==> src/design/scm_pkg.sv <==
// Types, codes and constants of the strip to readout channel map.
// Used by every module of the block; depends on nothing.
package scm_pkg;

    typedef struct packed {
        logic        mode;
        logic [10:0] strip;
        logic [1:0]  layer;
        logic [4:0]  module_req;
        logic [3:0]  plaquette;
        logic        central;
        logic [10:0] p_channels;
        logic [10:0] n_channels;
    } t_in_beat;

    typedef struct packed {
        logic [6:0]  chip;
        logic [10:0] channel;
        logic [1:0]  status;
    } t_out_beat;

    localparam logic [1:0] ST_OK    = 2'd0;
    localparam logic [1:0] ST_STRIP = 2'd1;
    localparam logic [1:0] ST_NO_N  = 2'd2;
    localparam logic [1:0] ST_ADDR  = 2'd3;

    localparam logic [1:0] LAYER_CLOSER = 2'd0;
    localparam logic [1:0] LAYER_INNER  = 2'd1;
    localparam logic [1:0] LAYER_OUTER  = 2'd2;

    localparam logic MODE_P = 1'b0;
    localparam logic MODE_N = 1'b1;

    typedef enum logic [1:0] {
        RED_NONE,
        RED_640,
        RED_384
    } t_red;

    // A negative 32-bit difference wraps to a value that is 256 modulo both 640 and 384.
    localparam logic signed [12:0] WRAP_OFS = 13'sd256;
    localparam logic signed [12:0] MOD_640  = 13'sd640;
    localparam logic signed [12:0] MOD_384  = 13'sd384;

    localparam logic [6:0]  CHIP_MAX = 7'd96;
    localparam logic signed [12:0] CHAN_MAX = 13'sd1536;

    // Decoded item after the first stage.
    typedef struct packed {
        logic        valid;
        logic [1:0]  status;
        logic [6:0]  chip;
        logic        neg;
        logic [10:0] base;
        logic [10:0] strip;
        t_red        red;
        logic [9:0]  post;
    } t_dec_beat;

    // Item after the add and first fold.
    typedef struct packed {
        logic               valid;
        logic [1:0]         status;
        logic [6:0]         chip;
        logic signed [12:0] value;
        t_red               red;
        logic [9:0]         post;
    } t_fold_beat;

endpackage

==> src/design/scm_decode.sv <==
// First stage of the strip map: range check, half and pair decode, formula selection.
// Depends on scm_pkg.
module scm_decode (
    input  logic              i_clk,
    input  logic              i_rst_n,
    input  logic              i_valid,
    input  scm_pkg::t_in_beat i_data,
    output scm_pkg::t_dec_beat o_dec
);
    import scm_pkg::*;

    logic [10:0] max_strip;
    logic        strip_bad;
    logic        first_half;
    logic [3:0]  pair;
    logic        even;
    logic        first;
    logic [6:0]  chip_base;
    t_dec_beat   n_dec;
    t_dec_beat   r_dec;

    always_comb begin
        max_strip  = (i_data.mode == MODE_N) ? i_data.n_channels : i_data.p_channels;
        strip_bad  = (i_data.strip == 11'd0) || (i_data.strip > max_strip);
        first_half = (i_data.plaquette <= 4'd2);
        pair       = (i_data.module_req == 5'd0) ? 4'd0 : 4'((i_data.module_req - 5'd1) >> 1);
        even       = !i_data.module_req[0];
        first      = first_half ^ i_data.module_req[0];
        chip_base  = 7'd0;

        n_dec        = '0;
        n_dec.valid  = i_valid;
        n_dec.status = ST_OK;
        n_dec.strip  = i_data.strip;
        n_dec.red    = RED_NONE;

        unique case (i_data.layer)
            LAYER_OUTER: begin
                chip_base  = first_half ? 7'd47 : 7'd48;
                n_dec.chip = chip_base + {1'b0, i_data.module_req, 1'b0};
                if (i_data.mode == MODE_P) begin
                    if (first_half) begin
                        n_dec.neg  = i_data.central;
                        n_dec.base = i_data.central ? 11'd1281 : 11'd0;
                    end else begin
                        n_dec.neg  = !i_data.central;
                        n_dec.base = i_data.central ? 11'd640 : 11'd641;
                    end
                end else begin
                    n_dec.neg = 1'b1;
                    if (i_data.central) begin
                        n_dec.base = 11'd1280;
                        n_dec.red  = RED_640;
                    end else begin
                        n_dec.base = 11'd1281;
                    end
                end
            end
            LAYER_INNER: begin
                chip_base  = first_half ? 7'd25 : 7'd26;
                n_dec.chip = chip_base + {2'b0, pair, 1'b0};
                if (i_data.mode == MODE_N) begin
                    n_dec.status = ST_NO_N;
                end else if (first_half) begin
                    n_dec.base = even ? 11'd640 : 11'd0;
                end else begin
                    n_dec.neg  = 1'b1;
                    n_dec.base = even ? 11'd1281 : 11'd513;
                end
            end
            LAYER_CLOSER: begin
                chip_base  = first_half ? 7'd1 : 7'd2;
                n_dec.chip = chip_base + {2'b0, pair, 1'b0};
                if (i_data.mode == MODE_P) begin
                    if (first_half) begin
                        n_dec.neg = !i_data.central;
                        if (i_data.central) begin
                            n_dec.base = even ? 11'd1152 : 11'd384;
                        end else begin
                            n_dec.base = even ? 11'd1153 : 11'd385;
                        end
                    end else if (i_data.central) begin
                        n_dec.neg  = 1'b1;
                        n_dec.base = even ? 11'd769 : 11'd1537;
                    end else begin
                        n_dec.base = even ? 11'd0 : 11'd768;
                    end
                end else begin
                    n_dec.neg = 1'b1;
                    if (i_data.central) begin
                        n_dec.base = 11'd1152;
                        n_dec.red  = RED_384;
                        n_dec.post = first ? 10'd768 : 10'd0;
                    end else begin
                        n_dec.base = first ? 11'd1537 : 11'd769;
                    end
                end
            end
            default: begin
                // No formula for this layer code: chip stays zero and fails the address check.
                n_dec.chip = 7'd0;
            end
        endcase

        if (strip_bad) begin
            n_dec.status = ST_STRIP;
        end
    end

    always_ff @(posedge i_clk) begin
        if (!i_rst_n) begin
            r_dec.valid <= 1'b0;
        end else begin
            r_dec.valid <= n_dec.valid;
        end
        r_dec.status <= n_dec.status;
        r_dec.chip   <= n_dec.chip;
        r_dec.neg    <= n_dec.neg;
        r_dec.base   <= n_dec.base;
        r_dec.strip  <= n_dec.strip;
        r_dec.red    <= n_dec.red;
        r_dec.post   <= n_dec.post;
    end

    assign o_dec = r_dec;

endmodule

==> src/design/scm_fold.sv <==
// Second stage of the strip map: signed add of base and strip and the first modulo fold.
// Depends on scm_pkg.
module scm_fold (
    input  logic                i_clk,
    input  logic                i_rst_n,
    input  scm_pkg::t_dec_beat  i_dec,
    output scm_pkg::t_fold_beat o_fold
);
    import scm_pkg::*;

    logic signed [12:0] sum;
    logic signed [12:0] shifted;
    logic signed [12:0] modulus;
    t_fold_beat         n_fold;
    t_fold_beat         r_fold;

    always_comb begin
        if (i_dec.neg) begin
            sum = $signed({2'b00, i_dec.base}) - $signed({2'b00, i_dec.strip});
        end else begin
            sum = $signed({2'b00, i_dec.base}) + $signed({2'b00, i_dec.strip});
        end
        modulus = (i_dec.red == RED_640) ? MOD_640 : MOD_384;
        // A wrapped difference is replaced by its residue offset before folding.
        shifted = sum[12] ? (sum + WRAP_OFS) : sum;

        n_fold        = '0;
        n_fold.valid  = i_dec.valid;
        n_fold.status = i_dec.status;
        n_fold.chip   = i_dec.chip;
        n_fold.red    = i_dec.red;
        n_fold.post   = i_dec.post;
        if (i_dec.red == RED_NONE) begin
            n_fold.value = sum;
        end else if (shifted[12]) begin
            n_fold.value = shifted + modulus;
        end else if (shifted >= modulus) begin
            n_fold.value = shifted - modulus;
        end else begin
            n_fold.value = shifted;
        end
    end

    always_ff @(posedge i_clk) begin
        if (!i_rst_n) begin
            r_fold.valid <= 1'b0;
        end else begin
            r_fold.valid <= n_fold.valid;
        end
        r_fold.status <= n_fold.status;
        r_fold.chip   <= n_fold.chip;
        r_fold.value  <= n_fold.value;
        r_fold.red    <= n_fold.red;
        r_fold.post   <= n_fold.post;
    end

    assign o_fold = r_fold;

endmodule

==> src/design/scm_check.sv <==
// Third stage of the strip map: last fold, offset, range check and the output register.
// Depends on scm_pkg.
module scm_check (
    input  logic                i_clk,
    input  logic                i_rst_n,
    input  scm_pkg::t_fold_beat i_fold,
    output logic                o_valid,
    output scm_pkg::t_out_beat  o_result
);
    import scm_pkg::*;

    logic signed [12:0] folded;
    logic signed [12:0] chan;
    logic               addr_ok;
    t_out_beat          n_result;
    logic               r_valid;
    t_out_beat          r_result;

    always_comb begin
        folded = i_fold.value;
        if (i_fold.red == RED_384) begin
            if (i_fold.value[12]) begin
                folded = i_fold.value + MOD_384;
            end else if (i_fold.value >= MOD_384) begin
                folded = i_fold.value - MOD_384;
            end
        end
        if (i_fold.red == RED_NONE) begin
            chan = folded;
        end else begin
            chan = folded + $signed({3'b000, i_fold.post}) + 13'sd1;
        end

        addr_ok = (i_fold.chip != 7'd0) && (i_fold.chip <= CHIP_MAX)
            && !chan[12] && (chan != 13'sd0) && (chan <= CHAN_MAX);

        n_result = '0;
        if (i_fold.status != ST_OK) begin
            n_result.status = i_fold.status;
        end else if (!addr_ok) begin
            n_result.status = ST_ADDR;
        end else begin
            n_result.status  = ST_OK;
            n_result.chip    = i_fold.chip;
            n_result.channel = chan[10:0];
        end
    end

    always_ff @(posedge i_clk) begin
        if (!i_rst_n) begin
            r_valid <= 1'b0;
        end else begin
            r_valid <= i_fold.valid;
        end
        r_result <= n_result;
    end

    assign o_valid  = r_valid;
    assign o_result = r_result;

endmodule

==> src/design/strip_to_readout_channel_map.sv <==
// Top level of the strip to readout channel map: three register stages in a row.
// Depends on scm_pkg, scm_decode, scm_fold and scm_check.
//
//   Channel   Direction  Handshake                 Payload
//   request   in         start, accepted if !busy  i_data   (scm_pkg::t_in_beat)
//   result    out        o_valid strobe, 1 cycle   o_result (scm_pkg::t_out_beat)
//
// Every beat passes through the register stages in order before its result strobe:
// decode, add and fold, then final fold and range check.
// A new beat is taken at every edge: busy stays low, so one result leaves per cycle.
// Reset is synchronous and active low; it clears the valid bits of all stages,
// so beats in flight at reset are dropped. The receiver cannot stall the block.
module strip_to_readout_channel_map (
    input  logic               i_clk,
    input  logic               i_rst_n,
    input  logic               start,
    output logic               busy,
    input  scm_pkg::t_in_beat  i_data,
    output logic               o_valid,
    output scm_pkg::t_out_beat o_result
);
    import scm_pkg::*;

    t_dec_beat  dec_beat;
    t_fold_beat fold_beat;

    // The pipeline never holds off a request, since its output cannot be stalled.
    assign busy = 1'b0;

    // Stage one: strip range check, half and module pair decode, and the choice
    // of base, sign and modulo path for the selected layer and side.
    scm_decode u_decode (
        .i_clk   (i_clk),
        .i_rst_n (i_rst_n),
        .i_valid (start && !busy),
        .i_data  (i_data),
        .o_dec   (dec_beat)
    );

    // Stage two: base plus or minus strip, then the first modulo correction.
    scm_fold u_fold (
        .i_clk   (i_clk),
        .i_rst_n (i_rst_n),
        .i_dec   (dec_beat),
        .o_fold  (fold_beat)
    );

    // Stage three: the second correction of the 384 path, the chip and channel
    // range checks, and the zeroing of address fields on any error.
    scm_check u_check (
        .i_clk    (i_clk),
        .i_rst_n  (i_rst_n),
        .i_fold   (fold_beat),
        .o_valid  (o_valid),
        .o_result (o_result)
    );

endmodule

==> config.mk <==
export PLATFORM = sky130hd
export DESIGN_NAME = strip_to_readout_channel_map
export DESIGN_NICKNAME = d
export VERILOG_FILES = /design/src/design/scm_pkg.sv /design/src/design/scm_decode.sv /design/src/design/scm_fold.sv /design/src/design/scm_check.sv /design/src/design/strip_to_readout_channel_map.sv
export SDC_FILE = /design/constraint.sdc
export NUM_CORES = 1
export LEC_CHECK = 0
export BUFFER_PORTS_ARGS = -buffer_cell sky130_fd_sc_hd__buf_2
export CELL_PAD_IN_SITES_DETAIL_PLACEMENT = 0
export CELL_PAD_IN_SITES_GLOBAL_PLACEMENT = 1
export CORE_MARGIN = 1
export CORE_UTILIZATION = 45
export CTS_BUF_LIST = sky130_fd_sc_hd__clkbuf_2 sky130_fd_sc_hd__clkbuf_4 sky130_fd_sc_hd__clkbuf_8
export DETAILED_ROUTE_END_ITERATION = 7
export PLACE_DENSITY = 0.78
export SKIP_LAST_GASP = 1
export SYNTH_ARGS = -nofsm -noshare
export SYNTH_HDL_FRONTEND = slang
export SYNTH_SLANG_ARGS = --single-unit
==> constraint.sdc <==
create_clock -name i_clk -period 5.33 [get_ports i_clk]
set_input_delay 1.066 -clock i_clk [delete_from_list [all_inputs] [get_ports i_clk]]
set_output_delay 1.066 -clock i_clk [all_outputs]
set_load 0.01 [all_outputs]
==> impl_metrics.json, run 1 <==
{
  "routedWlPerCell_um": 14.4,
  "drtIter0Drc": 157,
  "clkTransAtPathRegs_ps": 80,
  "yosysUniqueCellTypes": 80,
  "fmaxAchievable_mhz": 220,
  "p_per_area_nw_per_um2": 334,
  "critPathLaunchType": "flip-flop",
  "die_x_um": 108,
  "globalplace.congestion": 0.859,
  "irDropWorstVdd_mv": 0.138,
  "placementRows": 38,
  "tns_ps": 0,
  "postCtsSetupBuffers": 0,
  "cts-resized-gates": 0,
  "p_leak_nw": 2.46,
  "antenna_left": 0,
  "r2r_start": "u_decode.o_dec[19]",
  "cts.sinks": 77,
  "cp-end-kind": "flip-flop",
  "drc": 0,
  "ys_async_sr_fraction_pct": 0,
  "final_common_cell": "dfxtp_1",
  "numPortBuffers": 69,
  "hold_viol_final": 0,
  "drive_gt1_share_pct": 20.0,
  "overflow": 0,
  "drtPass1Iterations": 5,
  "total_power_mw": 1.89,
  "grt_pass1_vias": 4119,
  "setup_viol": 0,
  "hold_buffers": 0,
  "dominantRegCellSynth": "dfxtp_1",
  "rsz0062_at_grt": "no",
  "viasPerCell": 5.52,
  "final_cell_mix": "dfxtp_1 (77), buf_2 (69), nor2_1 (53), ha_1 (48), inv_1 (44)",
  "slowest_delay_ps": 450,
  "synthToLayoutAreaGrowth_pct": 12.6,
  "critPathSlowestCell": "ha_1",
  "n_antenna_cell": 0,
  "cts_tree": "built",
  "initial_utilization_pct": 46.4,
  "path_class": "flip-flop to flip-flop",
  "min_path_type": "flip-flop to flip-flop",
  "hpwl_mm": 8.92,
  "final_nets": 736,
  "antenna_found_initial": 0,
  "syn_area_um2": 5030,
  "crit_fanout": 10,
  "min_from": "u_decode.o_dec[43]",
  "crit_start": "u_decode.o_dec[19]",
  "cap_violations": 0,
  "htreeDepth": 3,
  "cts_buffer_depth": 2,
  "maxSlewHeadroom_pct": 45.0,
  "fin_crit_ps": 4540,
  "synth_fp_nets": 676,
  "cts_root_buf": "clkbuf_8",
  "finalMaxSlewViolations": 0,
  "grt_max_degree": 19,
  "yosysSeqAreaShare_pct": 30.7,
  "cts_inserted_buffers": 9,
  "syn_inst": 576,
  "cp.arrival_ps": 4740,
  "clk_latency_ps": 360,
  "wl_mm": 11.3,
  "synth-seq-cells": 77,
  "vias": 4314,
  "cp_data_required_time_ps": 5540,
  "grt_pass1_wl_mm": 18.6,
  "tightest_slew_ps": 819,
  "skew_ps": 12.4,
  "syn_area_per_cell_um2": 8.73,
  "yosysWarnings": 0,
  "timing.final.crit_share_pct": 85.1,
  "grt_usage_pct": 20.1,
  "status": "completed",
  "core_um2": 10800,
  "crit_chain": "inv_1, ha_1, nor4b_1, a211oi_1, o211ai_1, xnor2_1, inv_1, ha_1, nand2_1, o21ai_0, ha_1, inv_1, nor3_1, nor4b_1, nand4_1, or2_2, o221ai_1, o221ai_1",
  "synth_edf_count": 0,
  "die-height_um": 108,
  "pin_count": 71,
  "dieArea_um2": 11600
}
registers in the layout (all words and copies together) (netlist names):
register          count
u_check.o_result     20
u_check.o_valid       1
u_decode.o_dec       30
u_fold.o_fold        26
layout make-up:
cell class,count,area [um^2]
clock buffers,10,131
clock inverters,6,68.8
fillers,1063,5180
inverters,45,169
multi-input cells,431,3200
flip-flops and latches,77,1540
well taps,140,175
repair buffers,72,368
critical path: cells and delay by family, from the launching register on:
family / cells / cell delay, ps
compound gates: 5 / 830
xor+xnor: 1 / 280
fa+ha+maj: 3 / 1180
buf+inv: 3 / 260
flops: 1 / 350
simple gates: 6 / 1480
stage by stage:
step                      util (%)  area (um^2)  cells  setup WS, ps  hold slack (ps)
after floorplan                  -         5030    576          1410              310
after global placement        50.3         5460    765          1060              312
after detailed placement      50.3         5460    765           870              312
after CTS                     52.2         5660    781           805              330
after global routing          52.2         5660    781           350              330
final                         52.2         5660    781           793              331
report_power, final:
group	leakage [nW]	total (mW)	switching [mW]	internal, mW
Clock	0.101	0.443	0.218	0.225
Sequential	0.639	0.726	0.0759	0.650
Combinational	1.72	0.722	0.425	0.297
Yosys cell counts (7+ instances only):
library cell / count / area [um^2]
dfxtp_1: 77 / 1540
a31oi_1: 10 / 62.6
ha_1: 48 / 601
nor2_2: 9 / 56.3
nor3_1: 20 / 100
a21oi_1: 21 / 105
nand4_1: 10 / 62.6
o21ai_0: 24 / 120
o21a_1: 8 / 60.1
nand2_1: 24 / 90.1
inv_1: 44 / 165
mux2i_1: 14 / 140
a211oi_1: 8 / 60.1
xnor2_1: 15 / 131
or2_2: 10 / 62.6
nor2_1: 53 / 199
xor2_1: 12 / 105
clkbuf_1: 14 / 52.6
nor4_1: 7 / 43.8
nand2b_1: 8 / 50.1
nand3_1: 10 / 50.1
nor2b_1: 9 / 56.3
cells by family (layout without fill, tap and decap cells):
| family | Yosys count | count (layout) | synth area share [%] |
|---|---|---|---|
| AO/OA/AOI/OAI | 131 | 131 | 18.9 |
| XOR/XNOR | 27 | 27 | 4.71 |
| adder cells (fa/ha/maj) | 52 | 52 | 13.3 |
| buffers and inverters | 68 | 133 | 5.58 |
| flip-flops | 77 | 77 | 30.7 |
| multiplexers | 18 | 18 | 3.76 |
| other | 1 | 1 | 0.0746 |
| AND/OR/NAND/NOR | 202 | 202 | 23.0 |
final timing paths:
kind                                          end  slack (ps)  cells after the start
worst max-delay path            u_fold.o_fold[20]         790                     18
worst min-delay path            u_fold.o_fold[33]         330                      0
worst max register to register  u_fold.o_fold[20]         790                     18
worst min register to register  u_fold.o_fold[33]         330                      0
layer usage:
| metal | vias up | GRT usage, % | wire length, um |
|---|---|---|---|
| met4 | 0 | 9.49 | 322 |
| met5 | - | 0 | 0 |
| met2 | 122 | 34.4 | 5430 |
| met1 | 1969 | 24.6 | 5110 |
| li1 | 2199 | - | - |
| met3 | 24 | 2.97 | 399 |
No activity file was read; power rests on OpenSTA's default activity.
==> run 2, diff against run 1 <==
==> constraint.sdc (replaced) <==
create_clock -name i_clk -period 5.33 [get_ports i_clk]
set_input_delay 0 -clock i_clk [delete_from_list [all_inputs] [get_ports i_clk]]
set_output_delay 0 -clock i_clk [all_outputs]
set_load 0.01 [all_outputs]
==> impl_metrics.json, run 2 (synthesis gave the netlist of run 1 again) <==
{
  "core_um2": 10800,
  "dp_cells": 764,
  "reg2reg_slack_ps": 820,
  "htreeDepth": 3,
  "globalplace.congestion": 0.859,
  "setup_viol": 0,
  "drive_gt1_share_pct": 19.2,
  "viasPerCell": 5.40,
  "cts_tree": "built",
  "cp-end-kind": "flip-flop",
  "cap_violations": 0,
  "cp.arrival_ps": 4700,
  "n_fill_cell": 1029,
  "grt_max_degree": 19,
  "clk_latency_ps": 350,
  "worstHoldPathCells": 3,
  "status": "completed",
  "initial_utilization_pct": 46.4,
  "maxSlewHeadroom_pct": 30.0,
  "numPortBuffers": 69,
  "finalInstanceArea_um2": 5800,
  "critPathLaunchType": "flip-flop",
  "irDropWorstVdd_mv": 0.142,
  "n_antenna_cell": 0,
  "tightest_slew_ps": 1040,
  "fmaxAchievable_mhz": 222,
  "routedWlPerCell_um": 14.1,
  "rsz0062_at_grt": "no",
  "ff_latch_area_um2": 1540,
  "dieArea_um2": 11600,
  "hold_viol_final": 0,
  "drtIter0Drc": 131,
  "switching_power_uw": 700,
  "final_nets": 751,
  "antenna_left": 0,
  "cts_inserted_buffers": 9,
  "placementRows": 38,
  "synthToLayoutAreaGrowth_pct": 15.4,
  "grt_usage_pct": 20.3,
  "vias": 4290,
  "min_path_type": "input pin to flip-flop",
  "r2r-end": "u_fold.o_fold[20]",
  "overflow": 0,
  "cts_root_buf": "clkbuf_8",
  "post_dp_cell_area_um2": 5450,
  "tns_ps": 0,
  "crit_start": "u_decode.o_dec[19]",
  "pwr-share-seq_pct": 38.8,
  "timing.final.crit_share_pct": 84.6,
  "total_power_mw": 1.87,
  "die_x_um": 108,
  "switching_share_pct": 37.5,
  "hold-worst-slack_ps": 31.3,
  "cts-resized-gates": 0,
  "wl_mm": 11.2,
  "crit_path_end": "u_fold.o_fold[20]",
  "grt_pass1_vias": 4142,
  "clkPwrFrac_pct": 22.3,
  "cts_buffer_depth": 2,
  "die-height_um": 108,
  "drtPass1Iterations": 4,
  "path_class": "flip-flop to flip-flop",
  "largest_reg_flops": 30,
  "antenna_found_initial": 0,
  "power_frac_comb_pct": 38.8,
  "hpwl_mm": 8.93,
  "p_int_mw": 1.17,
  "drc": 0,
  "final_cell_mix": "dfxtp_1 (77), buf_2 (69), nor2_1 (53), ha_1 (48), inv_1 (44)",
  "r2r_start": "u_decode.o_dec[19]",
  "final_common_cell": "dfxtp_1",
  "clkTransAtPathRegs_ps": 70,
  "worst_slack_ps": 820,
  "crit_fanout": 10,
  "skew_ps": 13.9,
  "pin_count": 71,
  "place_ws_ps": 878,
  "finalMaxSlewViolations": 0,
  "fin_cells": 795,
  "reg2regPathDepth": 18,
  "final_util_pct": 53.5,
  "p_leak_nw": 2.51,
  "p_per_area_nw_per_um2": 322,
  "cts.sinks": 77,
  "grt_pass1_wl_mm": 18.8,
  "fin_crit_ps": 4510,
  "cp_data_required_time_ps": 5520,
  "multi_input_area_um2": 3200
}
==> run 2: cell types whose count changed in the layout (fill, tap and decap cells not counted) <==
cell | before | now
clkinv_2 | 1 | 2
dlygate4sd3_1 | 0 | 16
clkinv_4 | 1 | 0
inv_6 | 2 | 1
buf_4 | 3 | 2
clkinvlp_4 | 1 | 2
clkbuf_4 | 1 | 0
==> run 2: how the worst min path moves through the flow <==
stage,slack [ps],end,startpoint
2_1_floorplan,30,u_decode.o_dec[12],i_data[34]
3_3_place_gp,140,u_decode.o_dec[17],i_data[39]
3_5_place_dp,140,u_decode.o_dec[15],i_data[37]
4_1_cts,20,u_decode.o_dec[40],i_data[31]
5_1_grt,30,u_decode.o_dec[40],i_data[31]
6_report,30,u_decode.o_dec[40],i_data[31]
==> run 2: metal layers <==
| metal | wire length [um] | share of wire, % | up-vias | GRT usage (%) |
|---|---|---|---|---|
| li1 | - | - | 2224 | - |
| met1 | 4990 | 45 | 1940 | 24.0 |
| met2 | 5600 | 50 | 112 | 36.8 |
| met3 | 382 | 3.4 | 14 | 3.33 |
| met4 | 203 | 1.8 | 0 | 7.05 |
| met5 | 0 | 0 | - | 0 |
==> run 2: cell type report <==
class                      count  area share, %
multi-input combinational    431           55.3
sequential                    77           26.6
timing repair buffer          87           8.98
tap                          140           3.02
inverter                      45           2.91
clock buffer                   9           2.14
clock inverter                 6           1.10
==> run 2: power by group through the flow <==
stage | logic (mW) | clock network, mW | registers (mW)
2_1_floorplan | 0.550 | 0 | 0.717
3_3_place_gp | 0.703 | 0 | 0.737
3_5_place_dp | 0.712 | 0 | 0.739
4_1_cts | 0.724 | 0.430 | 0.725
5_1_grt | 0.815 | 0.458 | 0.737
6_report | 0.725 | 0.417 | 0.724
==> run 2: critical path, cell delays in order, from the launching register on <==
cell and delay, ps:
dfxtp_1 340, inv_1 50, ha_1 430, nor4b_1 410, a211oi_1 130, o211ai_1 220, xnor2_1 270, inv_1 100
ha_1 300, nand2_1 50, o21ai_0 150, ha_1 440, inv_1 110, nor3_1 170, nor4b_1 280, nand4_1 240
or2_2 330, o221ai_1 180, o221ai_1 150
==> run 2: timing repair <==
action | 4_1_cts | 5_1_grt
endpoints found under the hold margin | 20 | 0
hold buffers | 16 | 0
setup buffers | 0 | 0
==> run 3, diff against run 2 <==
ABC_AREA = 1   (was not set)
CORE_UTILIZATION = 43   (was 45)
PLACE_DENSITY = 0.79   (was 0.78)
clock period = 4.2 ns   (was 5.33 ns; I/O delays follow)
==> impl_metrics.json, run 3 <==
{
  "clk_latency_ps": 350,
  "largest_reg_flops": 30,
  "final_cell_mix": "nand2_1 (151), inv_1 (104), dfxtp_1 (77), nor2_1 (70), buf_2 (69)",
  "irDropWorstVdd_mv": 0.165,
  "die-height_um": 107,
  "syn_area_per_cell_um2": 7.24,
  "ys_async_sr_fraction_pct": 0,
  "cts.sinks": 77,
  "path_class": "flip-flop to flip-flop",
  "crit_start": "u_decode.o_dec[20]",
  "min_path_type": "input pin to flip-flop",
  "cp-end-kind": "flip-flop",
  "numPortBuffers": 69,
  "synthToLayoutAreaGrowth_pct": 19.1,
  "drc": 0,
  "p_per_area_nw_per_um2": 389,
  "globalplace.congestion": 0.834,
  "yosysMostFrequentCell": "nand2_1",
  "finalInstanceArea_um2": 5690,
  "critPathLaunchType": "flip-flop",
  "cts_inserted_buffers": 9,
  "synth_fp_nets": 759,
  "clkTransAtPathRegs_ps": 80,
  "syn_area_um2": 4770,
  "reg2regPathDepth": 25,
  "grt_pass1_vias": 4178,
  "grt_max_degree": 20,
  "place_ws_ps": 447,
  "die_x_um": 107,
  "cts_root_buf": "clkbuf_8",
  "dieArea_um2": 11500,
  "routedWlPerCell_um": 11.6,
  "wl_mm": 10.4,
  "post_dp_cell_area_um2": 5280,
  "viasPerCell": 4.77,
  "drtPass1Iterations": 5,
  "status": "completed",
  "placementRows": 38,
  "vias": 4287,
  "drive_gt1_share_pct": 16.1,
  "worstHoldPathCells": 3,
  "pin_count": 71,
  "yosysWarnings": 0,
  "dominantRegCellSynth": "dfxtp_1",
  "worst_slack_ps": 458,
  "synth_edf_count": 0,
  "drtIter0Drc": 170,
  "hold-worst-slack_ps": 40.1,
  "fin_crit_ps": 3740,
  "cts_buffer_depth": 2,
  "cp_data_required_time_ps": 4440,
  "cp.arrival_ps": 3980,
  "n_antenna_cell": 0,
  "hpwl_mm": 8.47,
  "crit_path_end": "u_fold.o_fold[20]",
  "tns_ps": 0,
  "synthTopCellsByArea": "dfxtp_1 (32%), ha_1 (13%), nand2_1 (12%)",
  "synth_top_area_share_pct": 32.3,
  "crit_fanout": 7,
  "final_nets": 854,
  "n_fill_cell": 1120,
  "synth_top_cells_by_count": "nand2_1 (151), inv_1 (104), dfxtp_1 (77)",
  "antenna_found_initial": 0,
  "yosysSeqAreaShare_pct": 32.3,
  "grt_usage_pct": 19.1,
  "r2r-end": "u_fold.o_fold[20]",
  "maxSlewHeadroom_pct": 55.1,
  "yosysUniqueCellTypes": 47,
  "fmaxAchievable_mhz": 267,
  "timing.final.crit_share_pct": 89.1,
  "r2r_start": "u_decode.o_dec[20]",
  "tightest_slew_ps": 664,
  "final_common_cell": "nand2_1",
  "reg2reg_slack_ps": 460,
  "skew_ps": 12.1,
  "grt_pass1_wl_mm": 17.6,
  "antenna_left": 0,
  "total_power_mw": 2.21,
  "overflow": 0,
  "synth_area_leader_cell": "dfxtp_1",
  "syn_inst": 659,
  "multi_input_area_um2": 2800,
  "cts_tree": "built",
  "finalMaxSlewViolations": 0,
  "ff_latch_area_um2": 1540,
  "cap_violations": 0,
  "p_leak_nw": 2.99,
  "core_um2": 10800,
  "htreeDepth": 3,
  "setup_viol": 0,
  "initial_utilization_pct": 44.0,
  "hold_viol_final": 0,
  "synth-seq-cells": 77
}
run 3: how the worst min path moves through the flow:
stage | from | end | slack, ps
2_1_floorplan | i_data[34] | u_decode.o_dec[12] | 30
3_3_place_gp | i_data[40] | u_decode.o_dec[18] | 140
3_5_place_dp | i_data[40] | u_decode.o_dec[18] | 140
4_1_cts | i_data[22] | u_decode.o_dec[10] | 20
5_1_grt | i_data[22] | u_decode.o_dec[10] | 50
6_report | i_data[22] | u_decode.o_dec[10] | 40
run 3: critical path: stages (launching register included):
cell	delay (ps)
dfxtp_1	330
inv_1	50
ha_2	370
inv_1	70
o21bai_1	210
o21bai_1	140
nand2_1	80
nand2_1	60
nand2_1	40
nand2_1	100
inv_1	70
ha_1	290
nand2_1	60
o21ai_0	140
ha_1	430
inv_1	100
nor2_1	140
nand2_1	70
nor3_1	180
nand2_1	70
nor2_1	90
nand3_1	150
nand3_4	170
nand3_1	80
o211ai_1	90
nand2_1	70
run 3: kinds of logic after synthesis:
kind of cell	count (synthesis)	share of synthesized area, %
other cells	1	0.0786
simple gates	316	29.6
fa+ha+maj	51	13.8
xor+xnor	24	4.56
mux	10	2.10
buf+inv	113	9.17
compound gates	67	8.34
flops	77	32.3
run 3: layout make-up:
| type | count | share of cell area [%] |
|---|---|---|
| inverters | 107 | 7.11 |
| multi-input cells | 469 | 49.3 |
| flip-flops and latches | 77 | 27.1 |
| clock inverters | 5 | 1.14 |
| well taps | 140 | 3.08 |
| repair buffers | 90 | 9.59 |
| clock buffers | 11 | 2.66 |
run 3: what timing repair did:
action / in CTS / in global routing
endpoints found under the hold margin: 17 / 0
setup buffers: 0 / 1
hold buffers: 17 / 0
resized for setup: 0 / 2
endpoints found under the setup margin: 0 / 6
run 3: metal layers:
metal  global-route usage [%]  wire length, um  vias up
met2                     35.5             5180       79
met1                     22.0             4790     1911
met5                        0                0        -
met3                     2.78              294       10
met4                     6.95              148        0
li1                         -                -     2287
run 3: per-stage QoR:
| step | instances | utilization, % |
|---|---|---|
| 4_1_cts | 898 | 52.3 |
| 3_3_place_gp | 865 | 48.7 |
| 3_5_place_dp | 865 | 48.7 |
| 6_report | 899 | 52.5 |
| 5_1_grt | 899 | 52.5 |
| 2_1_floorplan | 659 | - |
run 3: report_power, final:
group	internal [mW]	switching (mW)
Combinational	0.287	0.462
Sequential	0.816	0.0575
Clock	0.314	0.273
